File: config.mk
export PLATFORM = sky130hd
export DESIGN_NAME = daily_loss_limit_monitor_top
export DESIGN_NICKNAME = d
export VERILOG_FILES = /design/src/dllm_pkg.sv /design/src/daily_loss_limit_monitor_top.sv /design/src/dllm_div.sv /design/src/dllm_ctrl.sv /design/src/dllm_datapath.sv
export SDC_FILE = /design/constraint.sdc
export NUM_CORES = 2
export LEC_CHECK = 0
export ABC_AREA = 1
export BUFFER_PORTS_ARGS = -buffer_cell sky130_fd_sc_hd__buf_2
export CORE_MARGIN = 3
export CORE_UTILIZATION = 40
export CTS_BUF_LIST = sky130_fd_sc_hd__clkbuf_2 sky130_fd_sc_hd__clkbuf_4 sky130_fd_sc_hd__clkbuf_8
export DETAILED_ROUTE_END_ITERATION = 12
export GPL_ROUTABILITY_DRIVEN = 0
export PLACE_DENSITY = 0.54
export SKIP_CTS_REPAIR_TIMING = 1
export SYNTH_ARGS = -nofsm -noshare
export SYNTH_HDL_FRONTEND = slang
export SYNTH_SLANG_ARGS = --single-unit
File: constraint.sdc
create_clock -name clk -period 21.7 [get_ports clk]
set_clock_uncertainty 0.15 [all_clocks]
set_input_delay 3.255 -clock clk [delete_from_list [all_inputs] [get_ports clk]]
set_output_delay 3.255 -clock clk [all_outputs]
set_load 0.01 [all_outputs]
File: src/dllm_pkg.sv
package dllm_pkg;

	localparam int AMOUNT_W   = 40;
	localparam int SUM_W      = 48;
	localparam int COUNT_W    = 32;
	localparam int LIMIT_W    = 40;
	localparam int PCT_W      = 7;
	localparam int OP_W       = 2;
	localparam int CFG_IDX_W  = 3;
	localparam int CFG_DATA_W = LIMIT_W;

	localparam int IN_TDATA_W = ((AMOUNT_W + 7) / 8) * 8;

	// loss * 100 fits in SUM_W + 7 bits
	localparam int DIV_N     = SUM_W + 7;
	localparam int DIV_D     = (LIMIT_W > COUNT_W) ? LIMIT_W : COUNT_W;
	localparam int DIV_CNT_W = $clog2(DIV_N);

	localparam int USAGE_W   = 8;
	localparam int USAGE_SAT = 200;
	localparam int USAGE_CAP = 100;

	localparam logic [LIMIT_W-1:0] RST_LOSS_LIMIT = LIMIT_W'(1000000);
	localparam logic [PCT_W-1:0]   RST_WARN_PCT   = PCT_W'(70);
	localparam logic [PCT_W-1:0]   RST_CRIT_PCT   = PCT_W'(90);
	localparam logic               RST_USE_UNRL   = 1'b0;
	localparam logic               RST_KILL_EN    = 1'b1;

	localparam logic signed [SUM_W-1:0] SUM_MAX = {1'b0, {(SUM_W-1){1'b1}}};
	localparam logic signed [SUM_W-1:0] SUM_MIN = {1'b1, {(SUM_W-1){1'b0}}};

	typedef enum logic [OP_W-1:0] {
		OP_TRADE  = 2'd0,
		OP_UNREAL = 2'd1,
		OP_RESET  = 2'd2
	} opcode_t;

	typedef enum logic [CFG_IDX_W-1:0] {
		REG_LOSS_LIMIT = 3'd0,
		REG_WARN_PCT   = 3'd1,
		REG_CRIT_PCT   = 3'd2,
		REG_USE_UNRL   = 3'd3,
		REG_KILL_EN    = 3'd4
	} reg_index_t;

	// last field declared sits in the lowest bits
	typedef struct packed {
		logic [COUNT_W-1:0]         losses_seen;
		logic [COUNT_W-1:0]         wins_seen;
		logic [COUNT_W-1:0]         trades_seen;
		logic [SUM_W-2:0]           worst_drawdown;
		logic signed [AMOUNT_W-1:0] average_result;
		logic signed [SUM_W-1:0]    realized_sum;
		logic [PCT_W-1:0]           usage_pct;
		logic [LIMIT_W-1:0]         limit_left;
		logic signed [SUM_W-1:0]    loss_value;
		logic [2:0]                 fired_events;
		logic [2:0]                 status_flags;
		logic                       accepted;
	} result_t;

	localparam int RES_W       = $bits(result_t);
	localparam int OUT_TDATA_W = ((RES_W + 7) / 8) * 8;

	typedef struct packed {
		logic ld_item;
		logic do_update;
		logic do_peak;
		logic do_loss;
		logic div_start;
		logic do_flags;
		logic ld_out;
	} ctrl_cmd_t;

	typedef struct packed {
		logic div_busy;
		logic out_free;
	} ctrl_stat_t;

	function automatic logic signed [SUM_W-1:0] sat_add(
		input logic signed [SUM_W-1:0] a,
		input logic signed [SUM_W-1:0] b
	);
		logic signed [SUM_W:0] s;
		s = {a[SUM_W-1], a} + {b[SUM_W-1], b};
		if (s[SUM_W] != s[SUM_W-1]) begin
			return s[SUM_W] ? SUM_MIN : SUM_MAX;
		end
		return s[SUM_W-1:0];
	endfunction

	function automatic logic signed [SUM_W-1:0] sat_neg(input logic signed [SUM_W-1:0] v);
		if (v == SUM_MIN) begin
			return SUM_MAX;
		end
		return -v;
	endfunction

endpackage

File: src/daily_loss_limit_monitor_top.sv
// daily loss limit monitor
// input channel s_axis: tuser carries the opcode (record trade, set unrealized
// value, reset day), tdata the signed amount. one result item per input item
// leaves on m_axis, its tdata packing the flags, loss, usage and statistics.
// config channel cfg: cfg_index selects loss limit, warning percent, critical
// percent, unrealized select or kill enable; cfg_ready is always high. write
// only while no item is in flight.
// each result is valid once its item has passed the update, peak, loss and divider
// start steps, the wait on the two restoring dividers (usage percent and average
// result, 55 quotient bits at one per cycle, run side by side), then the flag
// update and the result load. one item is in work at a time, so the next item is
// taken only after the result of the last one is loaded.
// the result sits in an output register; the next item is accepted while it
// waits. if the receiver stalls longer, the block holds the finished item
// until the output register frees up.
// reset clears all statistics and flags and loads the register defaults
// (limit 1000000, warning 70, critical 90, realized only, kill enabled).
module daily_loss_limit_monitor_top
	import dllm_pkg::*;
(
	input  logic                   clk,
	input  logic                   arst_n,
	input  logic                   s_axis_tvalid,
	output logic                   s_axis_tready,
	input  logic [IN_TDATA_W-1:0]  s_axis_tdata,  // amount
	input  logic [OP_W-1:0]        s_axis_tuser,  // opcode
	output logic                   m_axis_tvalid,
	input  logic                   m_axis_tready,
	// accepted, status_flags, fired_events, loss_value, limit_left,
	// usage_pct, realized_sum, average_result, worst_drawdown,
	// trades_seen, wins_seen, losses_seen, zero fill
	output logic [OUT_TDATA_W-1:0] m_axis_tdata,
	input  logic                   cfg_valid,
	output logic                   cfg_ready,
	input  logic [CFG_IDX_W-1:0]   cfg_index,
	input  logic [CFG_DATA_W-1:0]  cfg_data
);

	ctrl_cmd_t  cmd;
	ctrl_stat_t stat;
	result_t    res;

	assign cfg_ready = 1'b1;

	dllm_ctrl u_ctrl (
		.clk      (clk),
		.arst_n   (arst_n),
		.in_valid (s_axis_tvalid),
		.in_ready (s_axis_tready),
		.stat     (stat),
		.cmd      (cmd)
	);

	dllm_datapath u_datapath (
		.clk        (clk),
		.arst_n     (arst_n),
		.cmd        (cmd),
		.stat       (stat),
		.in_opcode  (s_axis_tuser),
		.in_amount  (s_axis_tdata[AMOUNT_W-1:0]),
		.cfg_we     (cfg_valid && cfg_ready),
		.cfg_index  (cfg_index),
		.cfg_data   (cfg_data),
		.out_valid  (m_axis_tvalid),
		.out_ready  (m_axis_tready),
		.out_result (res)
	);

	assign m_axis_tdata = OUT_TDATA_W'(res);

endmodule

File: src/dllm_div.sv
module dllm_div
	import dllm_pkg::*;
(
	input  logic             clk,
	input  logic             arst_n,
	input  logic             start,
	input  logic [DIV_N-1:0] dividend,
	input  logic [DIV_D-1:0] divisor,
	output logic             busy,
	output logic [DIV_N-1:0] quotient
);

	logic [DIV_D:0]     rem_q;
	logic [DIV_N-1:0]   quo_q;
	logic [DIV_D-1:0]   dsr_q;
	logic [DIV_CNT_W-1:0] cnt_q;
	logic               busy_q;

	logic [DIV_D:0] shifted;
	logic           ge;

	assign shifted = {rem_q[DIV_D-1:0], quo_q[DIV_N-1]};
	assign ge      = shifted >= {1'b0, dsr_q};

	always_ff @(posedge clk or negedge arst_n) begin
		if (!arst_n) begin
			busy_q <= 1'b0;
			cnt_q  <= '0;
		end else if (start) begin
			busy_q <= 1'b1;
			cnt_q  <= DIV_CNT_W'(DIV_N - 1);
		end else if (busy_q) begin
			if (cnt_q == '0) begin
				busy_q <= 1'b0;
			end else begin
				cnt_q <= cnt_q - 1'b1;
			end
		end
	end

	always_ff @(posedge clk) begin
		if (start) begin
			rem_q <= '0;
			quo_q <= dividend;
			dsr_q <= divisor;
		end else if (busy_q) begin
			rem_q <= ge ? (shifted - {1'b0, dsr_q}) : shifted;
			quo_q <= {quo_q[DIV_N-2:0], ge};
		end
	end

	assign busy     = busy_q;
	assign quotient = quo_q;

endmodule

File: src/dllm_ctrl.sv
module dllm_ctrl
	import dllm_pkg::*;
(
	input  logic       clk,
	input  logic       arst_n,
	input  logic       in_valid,
	output logic       in_ready,
	input  ctrl_stat_t stat,
	output ctrl_cmd_t  cmd
);

	typedef enum logic [7:0] {
		ST_IDLE    = 8'b0000_0001,
		ST_UPDATE  = 8'b0000_0010,
		ST_PEAK    = 8'b0000_0100,
		ST_LOSS    = 8'b0000_1000,
		ST_DIVGO   = 8'b0001_0000,
		ST_DIVWAIT = 8'b0010_0000,
		ST_FLAGS   = 8'b0100_0000,
		ST_FINISH  = 8'b1000_0000
	} state_t;

	state_t state_q, state_d;

	always_comb begin
		state_d = state_q;
		cmd     = '0;
		unique case (state_q)
			ST_IDLE: begin
				if (in_valid) begin
					cmd.ld_item = 1'b1;
					state_d     = ST_UPDATE;
				end
			end
			ST_UPDATE: begin
				cmd.do_update = 1'b1;
				state_d       = ST_PEAK;
			end
			ST_PEAK: begin
				cmd.do_peak = 1'b1;
				state_d     = ST_LOSS;
			end
			ST_LOSS: begin
				cmd.do_loss = 1'b1;
				state_d     = ST_DIVGO;
			end
			ST_DIVGO: begin
				cmd.div_start = 1'b1;
				state_d       = ST_DIVWAIT;
			end
			ST_DIVWAIT: begin
				if (!stat.div_busy) begin
					state_d = ST_FLAGS;
				end
			end
			ST_FLAGS: begin
				cmd.do_flags = 1'b1;
				state_d      = ST_FINISH;
			end
			ST_FINISH: begin
				if (stat.out_free) begin
					cmd.ld_out = 1'b1;
					state_d    = ST_IDLE;
				end
			end
			default: begin
				state_d = ST_IDLE;
			end
		endcase
	end

	always_ff @(posedge clk or negedge arst_n) begin
		if (!arst_n) begin
			state_q <= ST_IDLE;
		end else begin
			state_q <= state_d;
		end
	end

	assign in_ready = (state_q == ST_IDLE);

	assert property (@(posedge clk) disable iff (!arst_n)
		cmd.div_start |-> !stat.div_busy)
		else $error("divider started while busy");

	assert property (@(posedge clk) disable iff (!arst_n)
		cmd.ld_item |=> cmd.do_update)
		else $error("item not followed by update");

	assert property (@(posedge clk) disable iff (!arst_n)
		cmd.ld_out |=> in_ready)
		else $error("not idle after result load");

endmodule

File: src/dllm_datapath.sv
module dllm_datapath
	import dllm_pkg::*;
(
	input  logic                  clk,
	input  logic                  arst_n,
	input  ctrl_cmd_t             cmd,
	output ctrl_stat_t            stat,
	input  logic [OP_W-1:0]       in_opcode,
	input  logic [AMOUNT_W-1:0]   in_amount,
	input  logic                  cfg_we,
	input  logic [CFG_IDX_W-1:0]  cfg_index,
	input  logic [CFG_DATA_W-1:0] cfg_data,
	output logic                  out_valid,
	input  logic                  out_ready,
	output result_t               out_result
);

	// configuration
	logic [LIMIT_W-1:0] limit_q;
	logic [PCT_W-1:0]   warn_q;
	logic [PCT_W-1:0]   crit_q;
	logic               unrl_en_q;
	logic               kill_en_q;

	// running state
	logic signed [SUM_W-1:0] realized_q;
	logic signed [SUM_W-1:0] unreal_q;
	logic signed [SUM_W-1:0] peak_q;
	logic [SUM_W-2:0]        drop_q;
	logic [COUNT_W-1:0]      trades_q;
	logic [COUNT_W-1:0]      wins_q;
	logic [COUNT_W-1:0]      losses_q;
	logic [2:0]              flags_q;

	// item in flight
	logic [OP_W-1:0]         op_q;
	logic signed [SUM_W-1:0] amt_q;
	logic                    trade_ok_q;
	logic                    peak_en_q;
	logic [2:0]              fired_q;
	logic signed [SUM_W-1:0] loss_q;
	logic                    out_valid_q;
	result_t                 out_q;

	logic signed [SUM_W-1:0] total;
	logic signed [SUM_W:0]   drop_diff;
	logic [SUM_W-2:0]        drop_new;
	logic                    loss_pos;
	logic [SUM_W-2:0]        loss_mag;
	logic [DIV_N-1:0]        num;
	logic                    avg_neg;
	logic [SUM_W-1:0]        avg_mag;
	logic [DIV_N-1:0]        qu;
	logic [DIV_N-1:0]        qa;
	logic                    busy_u;
	logic                    busy_a;
	logic [USAGE_W-1:0]      usage_raw;
	logic [PCT_W-1:0]        usage_cap;
	logic [DIV_N-1:0]        avg_cap;
	logic [DIV_N-1:0]        avg_clip;
	logic signed [AMOUNT_W-1:0] avg_val;
	logic [SUM_W-1:0]        lim_ext;
	logic [LIMIT_W-1:0]      remaining;
	logic [2:0]              flags_set;

	assign total    = sat_add(realized_q, unreal_q);
	assign loss_pos = !loss_q[SUM_W-1] && (loss_q != '0);
	assign loss_mag = loss_q[SUM_W-2:0];

	// peak and drawdown from the updated total
	always_comb begin
		drop_diff = {peak_q[SUM_W-1], peak_q} - {total[SUM_W-1], total};
		if (total > peak_q) begin
			drop_new = '0;
		end else if (drop_diff[SUM_W-1]) begin
			drop_new = '1;
		end else begin
			drop_new = drop_diff[SUM_W-2:0];
		end
	end

	// loss * 100 as shifts and adds
	assign num = loss_pos ? ((DIV_N'(loss_mag) << 6) + (DIV_N'(loss_mag) << 5)
		+ (DIV_N'(loss_mag) << 2)) : '0;

	assign avg_neg = realized_q[SUM_W-1];
	assign avg_mag = avg_neg ? SUM_W'(-realized_q) : SUM_W'(realized_q);

	dllm_div u_div_usage (
		.clk      (clk),
		.arst_n   (arst_n),
		.start    (cmd.div_start),
		.dividend (num),
		.divisor  (DIV_D'(limit_q)),
		.busy     (busy_u),
		.quotient (qu)
	);

	dllm_div u_div_avg (
		.clk      (clk),
		.arst_n   (arst_n),
		.start    (cmd.div_start),
		.dividend (DIV_N'(avg_mag)),
		.divisor  (DIV_D'(trades_q)),
		.busy     (busy_a),
		.quotient (qa)
	);

	always_comb begin
		if (!loss_pos) begin
			usage_raw = '0;
		end else if (limit_q == '0) begin
			usage_raw = USAGE_W'(USAGE_SAT);
		end else if (qu > DIV_N'(USAGE_SAT)) begin
			usage_raw = USAGE_W'(USAGE_SAT);
		end else begin
			usage_raw = qu[USAGE_W-1:0];
		end
		usage_cap = (usage_raw > USAGE_W'(USAGE_CAP)) ? PCT_W'(USAGE_CAP)
			: usage_raw[PCT_W-1:0];
	end

	always_comb begin
		flags_set    = '0;
		flags_set[0] = usage_raw >= USAGE_W'(warn_q);
		flags_set[1] = usage_raw >= USAGE_W'(crit_q);
		flags_set[2] = loss_mag >= (SUM_W-1)'(limit_q);
	end

	always_comb begin
		avg_cap  = avg_neg ? (DIV_N'(1) << (AMOUNT_W - 1))
			: ((DIV_N'(1) << (AMOUNT_W - 1)) - DIV_N'(1));
		avg_clip = (qa > avg_cap) ? avg_cap : qa;
		if (trades_q == '0) begin
			avg_val = '0;
		end else if (avg_neg) begin
			avg_val = -avg_clip[AMOUNT_W-1:0];
		end else begin
			avg_val = avg_clip[AMOUNT_W-1:0];
		end
	end

	always_comb begin
		lim_ext = SUM_W'(limit_q);
		if (!loss_pos) begin
			remaining = limit_q;
		end else if (lim_ext > SUM_W'(loss_mag)) begin
			remaining = LIMIT_W'(lim_ext - SUM_W'(loss_mag));
		end else begin
			remaining = '0;
		end
	end

	always_ff @(posedge clk or negedge arst_n) begin
		if (!arst_n) begin
			limit_q   <= RST_LOSS_LIMIT;
			warn_q    <= RST_WARN_PCT;
			crit_q    <= RST_CRIT_PCT;
			unrl_en_q <= RST_USE_UNRL;
			kill_en_q <= RST_KILL_EN;
		end else if (cfg_we) begin
			unique case (cfg_index)
				REG_LOSS_LIMIT: limit_q   <= cfg_data[LIMIT_W-1:0];
				REG_WARN_PCT:   warn_q    <= cfg_data[PCT_W-1:0];
				REG_CRIT_PCT:   crit_q    <= cfg_data[PCT_W-1:0];
				REG_USE_UNRL:   unrl_en_q <= cfg_data[0];
				REG_KILL_EN:    kill_en_q <= cfg_data[0];
				default: begin
				end
			endcase
		end
	end

	always_ff @(posedge clk or negedge arst_n) begin
		if (!arst_n) begin
			realized_q <= '0;
			unreal_q   <= '0;
			peak_q     <= '0;
			drop_q     <= '0;
			trades_q   <= '0;
			wins_q     <= '0;
			losses_q   <= '0;
			flags_q    <= '0;
			trade_ok_q <= 1'b0;
			peak_en_q  <= 1'b0;
			fired_q    <= '0;
		end else begin
			if (cmd.do_update) begin
				trade_ok_q <= 1'b0;
				peak_en_q  <= 1'b0;
				fired_q    <= '0;
				unique case (op_q)
					OP_TRADE: begin
						if (!flags_q[2]) begin
							trade_ok_q <= 1'b1;
							peak_en_q  <= 1'b1;
							realized_q <= sat_add(realized_q, amt_q);
							if (trades_q != '1) trades_q <= trades_q + 1'b1;
							if (amt_q > 0 && wins_q != '1) wins_q <= wins_q + 1'b1;
							if (amt_q < 0 && losses_q != '1) losses_q <= losses_q + 1'b1;
						end
					end
					OP_UNREAL: begin
						unreal_q  <= amt_q;
						peak_en_q <= 1'b1;
					end
					OP_RESET: begin
						realized_q <= '0;
						unreal_q   <= '0;
						peak_q     <= '0;
						drop_q     <= '0;
						trades_q   <= '0;
						wins_q     <= '0;
						losses_q   <= '0;
						flags_q    <= '0;
					end
					default: begin
					end
				endcase
			end
			if (cmd.do_peak && peak_en_q) begin
				if (total > peak_q) peak_q <= total;
				if (drop_new > drop_q) drop_q <= drop_new;
			end
			if (cmd.do_flags && trade_ok_q && loss_pos) begin
				flags_q    <= flags_q | flags_set;
				fired_q[0] <= flags_set[0] && !flags_q[0];
				fired_q[1] <= flags_set[1] && !flags_q[1];
				fired_q[2] <= flags_set[2] && !flags_q[2] && kill_en_q;
			end
		end
	end

	always_ff @(posedge clk) begin
		if (cmd.ld_item) begin
			op_q  <= in_opcode;
			amt_q <= SUM_W'($signed(in_amount));
		end
		if (cmd.do_loss) begin
			loss_q <= sat_neg(unrl_en_q ? total : realized_q);
		end
	end

	always_ff @(posedge clk or negedge arst_n) begin
		if (!arst_n) begin
			out_valid_q <= 1'b0;
		end else if (cmd.ld_out) begin
			out_valid_q <= 1'b1;
		end else if (out_ready) begin
			out_valid_q <= 1'b0;
		end
	end

	always_ff @(posedge clk) begin
		if (cmd.ld_out) begin
			out_q.accepted       <= !flags_q[2];
			out_q.status_flags   <= flags_q;
			out_q.fired_events   <= fired_q;
			out_q.loss_value     <= loss_q;
			out_q.limit_left     <= remaining;
			out_q.usage_pct      <= usage_cap;
			out_q.realized_sum   <= realized_q;
			out_q.average_result <= avg_val;
			out_q.worst_drawdown <= drop_q;
			out_q.trades_seen    <= trades_q;
			out_q.wins_seen      <= wins_q;
			out_q.losses_seen    <= losses_q;
		end
	end

	assign stat.div_busy = busy_u || busy_a;
	assign stat.out_free = !out_valid_q || out_ready;
	assign out_valid     = out_valid_q;
	assign out_result    = out_q;

	assert property (@(posedge clk) disable iff (!arst_n)
		$fell(flags_q[2]) |-> $past(cmd.do_update) && $past(op_q) == OP_RESET)
		else $error("limit flag cleared without day reset");

	assert property (@(posedge clk) disable iff (!arst_n)
		cmd.ld_out |=> out_valid_q && out_q.usage_pct <= PCT_W'(USAGE_CAP))
		else $error("bad usage in result");

	assert property (@(posedge clk) disable iff (!arst_n)
		busy_u != busy_a |-> 1'b0)
		else $error("dividers out of step");

	assert property (@(posedge clk) disable iff (!arst_n)
		cmd.ld_out |=> out_q.accepted == !out_q.status_flags[2])
		else $error("accepted disagrees with limit flag");

endmodule
# --- Word-level counts from Yosys, hierarchy flattened ---
# Index checks and enable logic that the tools add are counted.
op_classes:
  n_eq_ne: 29
  n_addsub: 16
  magnitude_cmp: 13
  reduce_logical: 45
  bitwise_logic: 1
  mux: 89
ops:
  columns: ["op", "n"]
  rows:
  - ["$mux W48", 17]
  - ["$mux W47", 6]
  - ["$mux W40", 7]
  - ["$mux W32", 6]
  - ["$pmux W32 S2", 3]
  - ["$pmux W48 S2", 2]
  - ["$mux W55", 3]
  - ["$add A32 B1 Y32 const B", 3]
  - ["$ne A32 B32 Y1 const B", 3]
  - ["$neg A48 Y48", 2]
  - ["$sub A40 B40 Y40", 2]
  - ["$pmux W8 S8", 1]
  - ["$add A54 B49 Y55", 1]
  - ["$gt A55 B40 Y1", 1]
  - ["$gt A55 B8 Y1 const B", 1]
  - ["$add A53 B52 Y54", 1]
  - ["$add A48 B40 Y49", 1]
  - ["$add A48 B48 Y49", 1]
  - ["$eq A48 B48 Y1 const B", 1]
  - ["$gt A48 B48 Y1", 1]
  - ["$mux W8", 6]
  - ["$reduce_bool A48 Y1", 1]
  - ["$sub A48 B48 Y48", 1]
  - ["$ge A47 B40 Y1", 1]
  - ["44 further kinds", 121]
totals:
  regBits: 1059
  out_inout_bits: 339
  inputBits: 90

# --- Longest topological paths before layout ---
depth:
  ltp_word: 10
  ltp_mapped: 56
  depth_no_buf: 51

# --- By module ---
# Synthesis repeated with hierarchy kept, for this count alone.
unflattened:
  cells_unflattened: 9834
  area_unflattened_um2: 73407.9
by_module_without_submodules:
  columns: ["mod", "area_each_um2", "seq_area_each_um2", "cells_per_inst", "n_inst"]
  rows:
  - ["dllm_datapath", 54544.8, 21329.2, 7154, 1]
  - ["dllm_div", 9133.8, 3828.7, 1301, 2]
  - ["dllm_ctrl", 558.0, 201.4, 72, 1]
  - ["daily_loss_limit_monitor_top", 37.5, 0.0, 6, 1]

# --- Worst setup path before layout ---
# OpenSTA, ideal clock, no wires.
synth_timing:
  kind: "input to register"
  start: "input port m_axis_tready"
  end: "register u_datapath.out_q (netlist bit u_datapath.out_result[0]) (enable)"
  setup_ns: 1.034
  arrival_ns: 17.000
  path_stages: 2
  slack_ns: 3.517
  required_time_ns: 20.516
  cell_sequence: "nor2_1 -> nor2_1"
synth_rtl:
  columns: ["item", "line_no", "text"]
  rows:
  - ["from (decl)", "daily_loss_limit_monitor_top.sv:28", "input logic m_axis_tready,"]
  - ["to (decl)", "dllm_datapath.sv:43", "result_t out_q;"]

# --- Worst setup path after layout ---
layout_timing:
  start: "register u_datapath.realized_q[0]"
  end: "register u_datapath.drop_q[43]"
layout_between:
  elab_chain_cells: 10
  word_cells_on_any_way: 13
layout_rtl:
  columns: ["item", "line_no", "text"]
  rows:
  - ["from (decl)", "dllm_datapath.sv:26", "logic signed [SUM_W-1:0] realized_q;"]
  - ["from (signal assigned)", "dllm_datapath.sv:197", "realized_q <= sat_add(realized_q, amt_q);"]
  - ["$add A48 B48 Y49 (*)", "dllm_pkg.sv:85", "s = {a[SUM_W-1], a} + {b[SUM_W-1], b};"]
  - ["$mux W48 or $ne A1 B1 Y1 (tied branches)", "dllm_pkg.sv:87, dllm_pkg.sv:86", null]
  - ["$mux W48 or $mux W1 (tied branches)", "dllm_pkg.sv:86", "if (s[SUM_W] != s[SUM_W-1]) begin"]
  - ["$mux W48 (*)", "dllm_pkg.sv:89", "return s[SUM_W-1:0];"]
  - ["$sub A48 B48 Y48", "dllm_datapath.sv:72", "drop_diff = {peak_q[SUM_W-1], peak_q} - {total[SUM_W-1], total};"]
  - ["$mux W47", "dllm_datapath.sv:75", "end else if (drop_diff[SUM_W-1]) begin"]
  - ["$mux W47 (*)", "dllm_datapath.sv:73", "if (total > peak_q) begin"]
  - ["$gt A47 B47 Y1", "dllm_datapath.sv:223", "if (drop_new > drop_q) drop_q <= drop_new;"]
  - ["$mux W47 (*)", "dllm_datapath.sv:223", null]
  - ["$mux W47 (*)", "dllm_datapath.sv:221", "if (cmd.do_peak && peak_en_q) begin"]
  - ["to (signal assigned)", "dllm_datapath.sv:223", null]
  - ["to (decl)", "dllm_datapath.sv:29", "logic [SUM_W-2:0] drop_q;"]
# Mark *: on every way between the ends. The rest lies on a longest branch, timed or not. The select of a mux whose other input is x is not followed.
# A chain may end at the register's enable or synchronous reset.

==> results.sh <==
export IMPL_synth_edf_count=598
export IMPL_synth_flop_cell="edfxtp_1"
export IMPL_dp_hpwl_um=186000
export IMPL_period_needed_ps=8760
export IMPL_outcome="complete, no violations"
export IMPL_hold_viol_final=0
export IMPL_tightest_slew_ps=1300
export IMPL_hold_class="flop to flop"
export IMPL_critPathSlowestCell="buf_4"
export IMPL_fp_dieArea_um2=177000
export IMPL_core_area_um2=170000
export IMPL_slowest_delay_ps=670
export IMPL_drc_errors=0
export IMPL_postSynthAreaPerCell_um2=8.05
export IMPL_drv_slew=0
export IMPL_path_clk_slew_ps=60
export IMPL_finalSetupViolCount=0
export IMPL_via_per_inst=5.40
export IMPL_cp_num_buf_inv=10
export IMPL_worstSetupStartpointType="flop"
export IMPL_wl_um=240000
export IMPL_die_h_um=420
export IMPL_drtIter0Drc=5352
export IMPL_clk_latency_ps=1020
export IMPL_synth_seq_area_share=0.420
export IMPL_max_clock_path_buffers=3
export IMPL_vias=61500
export IMPL_worst_endpoint_arrival_ps=9530
export IMPL_ys_warn_count=0
export IMPL_drv_cap=0
export IMPL_netlist_instances=8532
export IMPL_fin_hold_ws_ps=302
export IMPL_firstDrtPassIters=6
export IMPL_root_buffer="clkbuf_8"
export IMPL_drive_gt1_frac=0.110
export IMPL_p_leak_nw=35.4
export IMPL_portBuffers=424
export IMPL_ys_ff_latch=1051
export IMPL_setup_tns_ps=0
export IMPL_syn_area_um2=68700
export IMPL_rsz0062_at_grt="false"
export IMPL_crit_type="flop to flop"
export IMPL_synthToLayoutAreaGrowth_pct=12.7
export IMPL_overflow=0
export IMPL_fin_crit_sh=0.404
export IMPL_pin_count=429
export IMPL_cp_top_family="simple AND/OR/NAND/NOR gates"
export IMPL_ff_latch_area_um2=28900
export IMPL_r2r_setup_slack_ps=12940
export IMPL_crit_fanout=87
export IMPL_cts_htree_levels=4
export IMPL_multi_input_area_um2=34600
export IMPL_synthTopCellsByArea="edfxtp_1 26%, dfrtp_1 13%, nand2_1 10%, ha_1 8.9%, inv_1 6.2%"
export IMPL_detail_route_antenna_nets=0
export IMPL_detail_route_wl_per_cell_um=21.1
export IMPL_grt_pass1_vias=59100
export IMPL_start_util=0.404
export IMPL_max_freq_mhz=114
export IMPL_crit_top_cell="nand2_1"
export IMPL_ir_drop_uv=176
export IMPL_grt_pass1_wl_um=360000
export IMPL_pwr_density_cell_nw_per_um2=151
export IMPL_numCtsBuffers=189
export IMPL_grt_use_total=0.266
export IMPL_grt_max_degree=124
export IMPL_endpoint_kind="flop"
export IMPL_synth_largest_area_cell="edfxtp_1"
export IMPL_slew_headroom=0.128
export IMPL_synth_most_common_cell="nand2_1"
export IMPL_rows=151
export IMPL_worstPathRequired_ps=22470
export IMPL_antenna_found_initial=10
export IMPL_async_flop_share=0.348
export IMPL_synthTopCellsByCount="1848 x nand2_1, 1126 x inv_1, 764 x nor2_1"
export IMPL_nFillCells=17000
export IMPL_synthDistinctLibCells=73
export IMPL_nNetsFinal=9617
export IMPL_cts_sinks=1051
export IMPL_netlist_area_leader_share=0.261
export IMPL_cts_tree="done"
export IMPL_fp_dieW_um=420
==> power by group <==
part	switching [mW]	internal [mW]	total, mW
registers	0.379	2.57	2.95
logic	4.53	2.12	6.65
clock network	0.914	1.17	2.08
==> logic make-up (layout without fill, tap and decap cells) <==
group,after synthesis,in the layout,synth area share
xor+xnor,290,290,0.0370
fa+ha+maj,537,537,0.103
buf+inv,1371,1991,0.0772
simple gates,3543,3543,0.220
flops,1051,1051,0.420
compound gates,1738,1738,0.143
other cells,2,16,0.000109
==> registers in the layout, indices dropped and copies added (netlist names), 6 cells and up <==
name and flops:
u_datapath.trades_q 32, u_datapath.u_div_avg.quotient 55, u_datapath.u_div_avg.cnt_q 6, u_datapath.peak_q 48, u_ctrl.state_q 8, u_datapath.loss_q 48, u_datapath.amt_q 40, u_datapath.drop_q 47
u_datapath.out_result 333, u_datapath.u_div_usage.quotient 55, u_datapath.wins_q 32, u_datapath.crit_q 7, u_datapath.u_div_avg.rem_q 40, u_datapath.u_div_usage.rem_q 40, u_datapath.warn_q 7, u_datapath.losses_q 32
u_datapath.u_div_avg.dsr_q 32, u_datapath.u_div_usage.dsr_q 40, u_datapath.limit_q 40, u_datapath.u_div_usage.cnt_q 6, u_datapath.unreal_q 40, u_datapath.realized_q 48
==> final cells by class <==
| class | instances | share of cell area |
|---|---|---|
| clock inverter | 83 | 0.0106 |
| inverter | 1148 | 0.0557 |
| sequential | 1051 | 0.373 |
| antenna | 12 | 0.000388 |
| clock buffer | 272 | 0.0433 |
| multi-input combinational | 6112 | 0.447 |
| tap | 2218 | 0.0358 |
| timing repair buffer | 488 | 0.0339 |
==> path summary, 6_finish.rpt <==
path,startpoint,end,cells past startpoint
max,u_datapath.realized_q[0],u_datapath.drop_q[43],51
min,u_datapath.fired_q[2],u_datapath.out_result[6],0
max reg2reg,u_datapath.realized_q[0],u_datapath.drop_q[43],51
min reg2reg,u_datapath.fired_q[2],u_datapath.out_result[6],0
max in group asynchronous,arst_n,u_datapath.losses_q[22],3
min in group asynchronous,arst_n,u_datapath.drop_q[20],1
==> cells in the final DEF (no fill, tap or decap), types with 62 or more instances in the layout <==
cell	count
dfxtp_1	87
nand2_1	1844
a21oi_1	679
o22ai_1	76
o21ai_0	586
nand3_1	414
edfxtp_1	598
clkbuf_4	62
dfrtp_1	348
buf_4	63
xnor2_1	115
nor3_1	116
nand4_1	166
a31oi_1	62
clkbuf_8	210
inv_1	1125
ha_1	487
buf_2	423
nor2_1	757
nor4_1	85
xor2_1	175
==> layer usage <==
layer  global-route usage  wire length [µm]
met1                0.341            100000
met2                0.442            114000
met3               0.0405             14300
met4                0.119             11100
met5                    0                 0
==> stage by stage <==
step / cells / cell area (µm²) / power [mW] / setup WS, ps / util
CTS: 11400 / 77400 / 11.7 / 13000 / 0.455
floorplan: 8534 / 68700 / 7.59 / 3520 / -
global route: 11400 / 77400 / 12.6 / 12090 / 0.455
finish: 11400 / 77400 / 11.7 / 12940 / 0.455
detailed placement: 11000 / 73200 / 9.55 / 13010 / 0.431
global placement: 11000 / 73200 / 9.51 / 13160 / 0.431
Power figures use the tool's default switching activity.
